[config.mk]
export PLATFORM = sky130hd
export DESIGN_NAME = planar_vram_pixel_decoder_top
export DESIGN_NICKNAME = d
export VERILOG_FILES = /design/src/rtl/pvd_pkg.sv /design/src/rtl/pvd_cfg_regs.sv /design/src/rtl/pvd_pixel_map.sv /design/src/rtl/planar_vram_pixel_decoder_top.sv
export VERILOG_INCLUDE_DIRS = /design/src /design/src/rtl
export SDC_FILE = /design/constraint.sdc
export NUM_CORES = 1
export LEC_CHECK = 0
export ABC_AREA = 1
export BUFFER_PORTS_ARGS = -buffer_cell sky130_fd_sc_hd__buf_2
export CORE_MARGIN = 2
export CORE_UTILIZATION = 25
export DETAILED_ROUTE_END_ITERATION = 8
export PLACE_DENSITY = 0.46
export SKIP_LAST_GASP = 1
export SLEW_MARGIN = 15
export SYNTH_ARGS = -nofsm -noshare
export SYNTH_HDL_FRONTEND = slang
export SYNTH_SLANG_ARGS = --single-unit
[constraint.sdc]
create_clock -name clk -period 5.28 [get_ports clk]
set_input_delay 0.528 -clock clk [delete_from_list [all_inputs] [get_ports clk]]
set_output_delay 0.528 -clock clk [all_outputs]
set_load 0.1 [all_outputs]
[src/rtl/assert_macros.svh]
// Assertion macros shared by the planar pixel decoder RTL.
// No dependencies; the bodies are empty when SYNTH is defined.
`ifndef ASSERT_MACROS_SVH
`define ASSERT_MACROS_SVH
`ifndef SYNTH
// Plain property, checked at every rising clock edge outside reset.
`define PVD_ASSERT(lbl, clk, rst, prop) \
  lbl: assert property (@(posedge clk) disable iff (rst) (prop)) \
    else $error("pvd assertion failed");
// Same-cycle implication.
`define PVD_ASSERT_IMP(lbl, clk, rst, ante, cons) \
  lbl: assert property (@(posedge clk) disable iff (rst) (ante) |-> (cons)) \
    else $error("pvd assertion failed");
// Next-cycle implication.
`define PVD_ASSERT_NXT(lbl, clk, rst, ante, cons) \
  lbl: assert property (@(posedge clk) disable iff (rst) (ante) |=> (cons)) \
    else $error("pvd assertion failed");
`else
`define PVD_ASSERT(lbl, clk, rst, prop)
`define PVD_ASSERT_IMP(lbl, clk, rst, ante, cons)
`define PVD_ASSERT_NXT(lbl, clk, rst, ante, cons)
`endif
`endif

[src/rtl/pvd_pkg.sv]
// Package for the planar pixel decoder: payload and config types,
// register indexes and display mode codes. No dependencies.
package pvd_pkg;

  localparam int PIXELS_PER_WORD = 16;
  localparam int PIX_IDX_W       = 4;

  // Configuration register indexes
  localparam logic [2:0] REG_DISPLAY_MODE  = 3'd0;
  localparam logic [2:0] REG_PALETTE_0     = 3'd1;
  localparam logic [2:0] REG_PALETTE_1     = 3'd2;
  localparam logic [2:0] REG_PALETTE_2     = 3'd3;
  localparam logic [2:0] REG_PALETTE_3     = 3'd4;
  localparam logic [2:0] REG_PALETTE_GROUP = 3'd5;

  // Display modes
  localparam logic [2:0] MODE_320_4C_P12  = 3'd0;
  localparam logic [2:0] MODE_320_4C_P34  = 3'd1;
  localparam logic [2:0] MODE_320_16C     = 3'd2;
  localparam logic [2:0] MODE_320_16C_ALT = 3'd3;
  localparam logic [2:0] MODE_640_2C_P12  = 3'd4;
  localparam logic [2:0] MODE_640_2C_P34  = 3'd5;
  localparam logic [2:0] MODE_640_4C      = 3'd6;
  localparam logic [2:0] MODE_640_4C_ALT  = 3'd7;

  typedef struct packed {
    logic [7:0] plane_one;
    logic [7:0] plane_two;
    logic [7:0] plane_three;
    logic [7:0] plane_four;
  } planes_t;

  typedef struct packed {
    logic [3:0] pixel_colour;
    logic       word_end;
  } pixel_t;

  typedef struct packed {
    logic [2:0]      display_mode;
    logic [3:0][3:0] palette;
    logic [1:0]      palette_group;
  } cfg_t;

endpackage

[src/rtl/pvd_cfg_regs.sv]
// Configuration register file of the planar pixel decoder.
// Depends on pvd_pkg.
module pvd_cfg_regs (
  input  logic          clk,
  input  logic          rst,
  input  logic          cfg_valid,
  output logic          cfg_ready,
  input  logic [2:0]    cfg_index,
  input  logic [3:0]    cfg_data,
  output pvd_pkg::cfg_t cfg
);

  pvd_pkg::cfg_t regs;

  assign cfg_ready = 1'b1;
  assign cfg          = regs;

  always_ff @(posedge clk) begin
    if (rst) begin
      regs <= '0;
    end else if (cfg_valid && cfg_ready) begin
      unique case (cfg_index)
        pvd_pkg::REG_DISPLAY_MODE:  regs.display_mode  <= cfg_data[2:0];
        pvd_pkg::REG_PALETTE_0:     regs.palette[0]    <= cfg_data;
        pvd_pkg::REG_PALETTE_1:     regs.palette[1]    <= cfg_data;
        pvd_pkg::REG_PALETTE_2:     regs.palette[2]    <= cfg_data;
        pvd_pkg::REG_PALETTE_3:     regs.palette[3]    <= cfg_data;
        pvd_pkg::REG_PALETTE_GROUP: regs.palette_group <= cfg_data[1:0];
        default: ;  // index beyond the list: ignored
      endcase
    end
  end

endmodule

[src/rtl/pvd_pixel_map.sv]
// Combinational colour lookup for one pixel of a planar word.
// Depends on pvd_pkg.
module pvd_pixel_map (
  input  pvd_pkg::planes_t                planes,
  input  logic [pvd_pkg::PIX_IDX_W-1:0]   idx,
  input  pvd_pkg::cfg_t                   cfg,
  output logic [3:0]                      colour
);

  logic [2:0] lb;
  logic [2:0] hb;
  logic       odd;
  logic       a1, a2, a3, a4;   // bits at logical pixel (320 modes)
  logic       h1, h2, h3, h4;   // bits within half (640 modes)
  logic [3:0] code16;
  logic [1:0] code4;
  logic       use16;

  assign lb  = idx[3:1];
  assign hb  = idx[2:0];
  assign odd = idx[3];

  assign a1 = planes.plane_one[lb];
  assign a2 = planes.plane_two[lb];
  assign a3 = planes.plane_three[lb];
  assign a4 = planes.plane_four[lb];
  assign h1 = planes.plane_one[hb];
  assign h2 = planes.plane_two[hb];
  assign h3 = planes.plane_three[hb];
  assign h4 = planes.plane_four[hb];

  always_comb begin
    code16 = {a4, a3, a2, a1};
    code4  = 2'b00;
    use16  = 1'b0;
    unique case (cfg.display_mode)
      pvd_pkg::MODE_320_4C_P12: code4 = {a2, a1};
      pvd_pkg::MODE_320_4C_P34: code4 = {a4, a3};
      pvd_pkg::MODE_320_16C:    use16 = 1'b1;
      pvd_pkg::MODE_320_16C_ALT: begin
        use16 = 1'b1;
        // undocumented: group match repeats the upper bits
        if ({a4, a3} == cfg.palette_group) code16 = {a4, a3, a4, a3};
      end
      pvd_pkg::MODE_640_2C_P12: code4 = {1'b0, odd ? h2 : h1};
      pvd_pkg::MODE_640_2C_P34: code4 = {1'b0, odd ? h4 : h3};
      pvd_pkg::MODE_640_4C:     code4 = odd ? {h4, h2} : {h3, h1};
      pvd_pkg::MODE_640_4C_ALT: code4 = odd ? {h4, h4} : {h3, h3};
      default: ;
    endcase

    if (use16) begin
      if (code16[3:2] == cfg.palette_group) colour = cfg.palette[code16[1:0]];
      else                                  colour = code16;
    end else begin
      colour = cfg.palette[code4];
    end
  end

endmodule

[src/rtl/planar_vram_pixel_decoder_top.sv]
// Top level of the planar video word to pixel decoder.
// Depends on pvd_pkg, pvd_cfg_regs, pvd_pixel_map and assert_macros.svh.
//
// Usage:
//  - Input: a word of four plane bytes (planes) is taken at a rising edge
//    with start high and busy low. One transaction per word.
//  - Output: sixteen pixels per word, one per cycle, each shown on pixel
//    for exactly one cycle with strobe high; word_end marks the sixteenth.
//    The receiver has no back-pressure and must take every strobe.
//  - Config: cfg_valid/cfg_ready write channel, cfg_index selects the
//    register (mode, palette 0..3, palette group). cfg_ready is always high.
//    Write only while no word is in flight.
//  - First pixel: with the word slot free, an accepted word is loaded into the
//    current word register and its first pixel then into the result register.
//  - Throughput: one pixel per cycle, set by the result
//    register. A one-word holding register lets the next word be taken
//    while the current one is still streaming, so back-to-back words come
//    out with no gap; busy is high only while that holding register is full.
//  - Reset (synchronous, rst high): clears the config registers, both word
//    valid flags, the pixel counter and strobe.
`include "assert_macros.svh"

module planar_vram_pixel_decoder_top (
  input  logic             clk,
  input  logic             rst,
  input  logic             start,
  output logic             busy,
  input  pvd_pkg::planes_t planes,
  output logic             strobe,
  output pvd_pkg::pixel_t  pixel,
  input  logic             cfg_valid,
  output logic             cfg_ready,
  input  logic [2:0]       cfg_index,
  input  logic [3:0]       cfg_data
);

  localparam logic [pvd_pkg::PIX_IDX_W-1:0] LAST_IDX =
    pvd_pkg::PIX_IDX_W'(pvd_pkg::PIXELS_PER_WORD - 1);

  pvd_pkg::cfg_t    cfg;
  pvd_pkg::planes_t cur;        // word being streamed out
  logic             cur_valid;
  pvd_pkg::planes_t held;       // next word, waiting
  logic             held_valid;
  logic [pvd_pkg::PIX_IDX_W-1:0] cnt;
  logic [3:0]       colour;
  logic             accept;
  logic             advance;

  pvd_cfg_regs u_cfg (
    .clk       (clk),
    .rst       (rst),
    .cfg_valid (cfg_valid),
    .cfg_ready (cfg_ready),
    .cfg_index (cfg_index),
    .cfg_data  (cfg_data),
    .cfg       (cfg)
  );

  pvd_pixel_map u_map (
    .planes (cur),
    .idx    (cnt),
    .cfg    (cfg),
    .colour (colour)
  );

  assign busy    = held_valid;
  assign accept  = start && !busy;
  // Current word slot frees up on its last pixel or when empty.
  assign advance = !cur_valid || (cnt == LAST_IDX);

  // Word slots and pixel counter
  always_ff @(posedge clk) begin
    if (rst) begin
      cur_valid  <= 1'b0;
      held_valid <= 1'b0;
      cnt        <= '0;
    end else begin
      if (advance) begin
        cnt <= '0;
        if (held_valid) begin
          cur        <= held;
          cur_valid  <= 1'b1;
          held_valid <= 1'b0;
        end else if (accept) begin
          cur       <= planes;
          cur_valid <= 1'b1;
        end else begin
          cur_valid <= 1'b0;
        end
      end else begin
        // slot is streaming and not on its last pixel
        cnt <= cnt + 1'b1;
        if (accept) begin
          held       <= planes;
          held_valid <= 1'b1;
        end
      end
    end
  end

  // Result register: one pixel per cycle
  always_ff @(posedge clk) begin
    if (rst) begin
      strobe <= 1'b0;
    end else begin
      strobe <= cur_valid;
    end
    pixel.pixel_colour <= colour;
    pixel.word_end     <= (cnt == LAST_IDX);
  end

  // A word is only held while another is streaming.
  `PVD_ASSERT_IMP(a_held_needs_cur, clk, rst, held_valid, cur_valid)
  // Counter runs only with a word in the slot.
  `PVD_ASSERT_IMP(a_cnt_idle_zero, clk, rst, !cur_valid, cnt == '0)
  // A word taken into an empty slot starts at pixel zero.
  `PVD_ASSERT_NXT(a_fresh_start, clk, rst, accept && !cur_valid,
                  cur_valid && cnt == '0)
  // The last pixel's strobe implies a strobe at the first pixel of its word.
  `PVD_ASSERT_IMP(a_last_run, clk, rst, strobe && pixel.word_end,
                  $past(strobe, 15))

endmodule
==> reports/results.ini <==
[logic_synthesis]
synth_ff_type=edfxtp_1
synth_area_sq_um=4840
synth_area_per_cell_sq_um=9.85
yosys.cell_types.count=37
synth_nets=535
ys_warn_count=0
synth_top_area_share_pct=39.7
ys_ff_latch=97
synth-edff-count=64
synth_area_leaders=edfxtp_1, dfxtp_1, mux2_2
yosysTopAreaCell=edfxtp_1
ys_seq_area_share_pct=53.4
syn_inst=491
ys_async_sr_fraction_pct=0

[timing]
setup_viol=0
rsz0062_at_grt=false
worst_pin_slew_ns=1.06
relSlewSlack_pct=28.6
finalClockSkew_ns=0.00996
hold_ws_ns=0.363
fmax_ghz=0.373
tns_ns=0
slew_violations=0
hold_viol_final=0
period_needed_ns=2.68
min_period_over_period_pct=50.8

[detailed_routing]
detail-route-antenna-nets=0
drc=0
vias=3492
firstDrtPassIters=4
routed_wl_mm=10.5
wl_per_cell_microns=13.1
drtIter0Drc=167
viasPerCell=4.35

[critical_path]
arrival_ns=2.45
setup.worst_path.class=reg2reg
endpoint_kind=flip-flop
start_kind=flip-flop
critPathRequiredTime_ns=5.04
critical_path.max_fanout=32
reg2reg_depth=5

[cts]
worstSkewPairLatency_ns=0.35
cts_setup_buffers=0
cts_buffer_depth=2
cts.sink_count=97
htreeDepth=3
cts_hold_buf=0
path_clk_slew_ns=0.07
cts_buffers=9
cts_tree=built
cts_root_buf=clkbuf_16
cts_resized=0

[pwr]
leakagePower_nw=2.16
powerDensity_nw_per_um2=312
irDropWorstVdd_uv=170

[place]
numPortBuffers=49
gp_congestion=0.828
dp_hpwl_mm=7.84

[floorplan]
core_area_sq_um=18800
rows=50
start_util_pct=25.7
dieArea_sq_um=20500
die_height_microns=143
die_w_microns=143
io_pins=51

[grt]
grt_pass1_wl_mm=18.0
grt_max_degree=35
grt_pass1_vias=3631
grt-ovfl-total=0
grtUsageTotal_pct=11.1
antenna_found_initial=0

[final_layout]
final_common_cell=nand2_1
fin_nets=582
drive_gt1_share_pct=25.8
final_cell_mix=nand2_1, edfxtp_1, inv_1, nand3_1, buf_2
area_delta_synth_final_pct=16.1
n_antenna_cell=0

[worst_hold_path]
hp-class=in2reg
worst_hold_path.num_cells=1

[run]
drv_cap=0

[status]
status=finished, final reports clean

[cell families after synthesis]
group	Yosys count	synth area share, %
buf+inv	84	7.48
simple gates	211	22.4
mux	32	7.45
other cells	1	0.0775
compound gates	65	8.98
fa+ha+maj	1	0.259
flops	97	53.4
[stage by stage]
step,area (sq um),util (%),setup slack [ns],cells,power (mW)
global route,5620,29.8,2.28,802,1.83
floorplan,4840,-,1.21,491,1.07
detailed placement,5330,28.3,2.30,787,1.14
global placement,5330,28.3,2.49,787,1.14
finish,5620,29.8,2.60,802,1.75
CTS,5620,29.8,2.32,802,1.78
[state kept, by name (all words and copies together), names as in the netlist]
signal,cells
cur_valid,1
cnt,4
u_cfg.cfg,21
busy,1
held,32
pixel,5
strobe,1
cur,32
[synthesized netlist by cell type (2+ instances only)]
library cell  instances
a211oi_1             17
a21oi_1              14
buf_4                 2
buf_6                 4
clkbuf_1              8
dfxtp_1              33
edfxtp_1             64
inv_1                60
inv_2                 6
mux2_2               32
nand2_1              78
nand2_2               5
nand2_4               8
nand3_1              56
nand3_2               8
nand3_4               2
nand3b_1              3
nand4_1               2
nor2_1               34
nor2_2                2
nor3_1                5
o211ai_1             13
o211ai_2              3
o21ai_0               8
o21ai_1               7
o21ai_2               2
or2_1                 5
[final timing paths]
kind / startpoint / to / slack, ns
worst min register to register: cur_valid / strobe / 0.47
worst max-delay path: cnt[1] / cur[7] / 2.60
worst min-delay path: planes[1] / held[1] / 0.36
worst max register to register: cnt[1] / cur[7] / 2.60
[final cells by class]
class	count	area, sq um
clock inverters	6	58.8
flip-flops and latches	97	2580
fillers	2001	13200
repair buffers	51	260
multi-input cells	310	1900
well taps	260	325
clock buffers	9	225
inverters	69	267
[critical path, stage by stage, from the launching register on]
cell and delay (ns):
dfxtp_1 0.61, ha_1 0.37, inv_1 0.09, o21ai_0 0.10
nand2_1 0.09, clkinv_1 0.81
[metal layers]
metal  vias to the layer above  routed length [microns]  track usage [%]
li1                       1780                        -                -
met1                      1627                     4970             14.1
met2                        77                     4990             18.9
met3                         8                      455             2.58
met4                         0                       99             3.18
met5                         -                        0                0
[report_power, final]
part	leakage, nW	total, mW	switching [mW]	internal, mW
clock network	0.138	0.633	0.304	0.329
registers	0.857	0.871	0.0180	0.853
logic	1.17	0.248	0.172	0.0765
total	2.16	1.75	0.493	1.26
No activity file was read; power rests on OpenSTA's default activity.
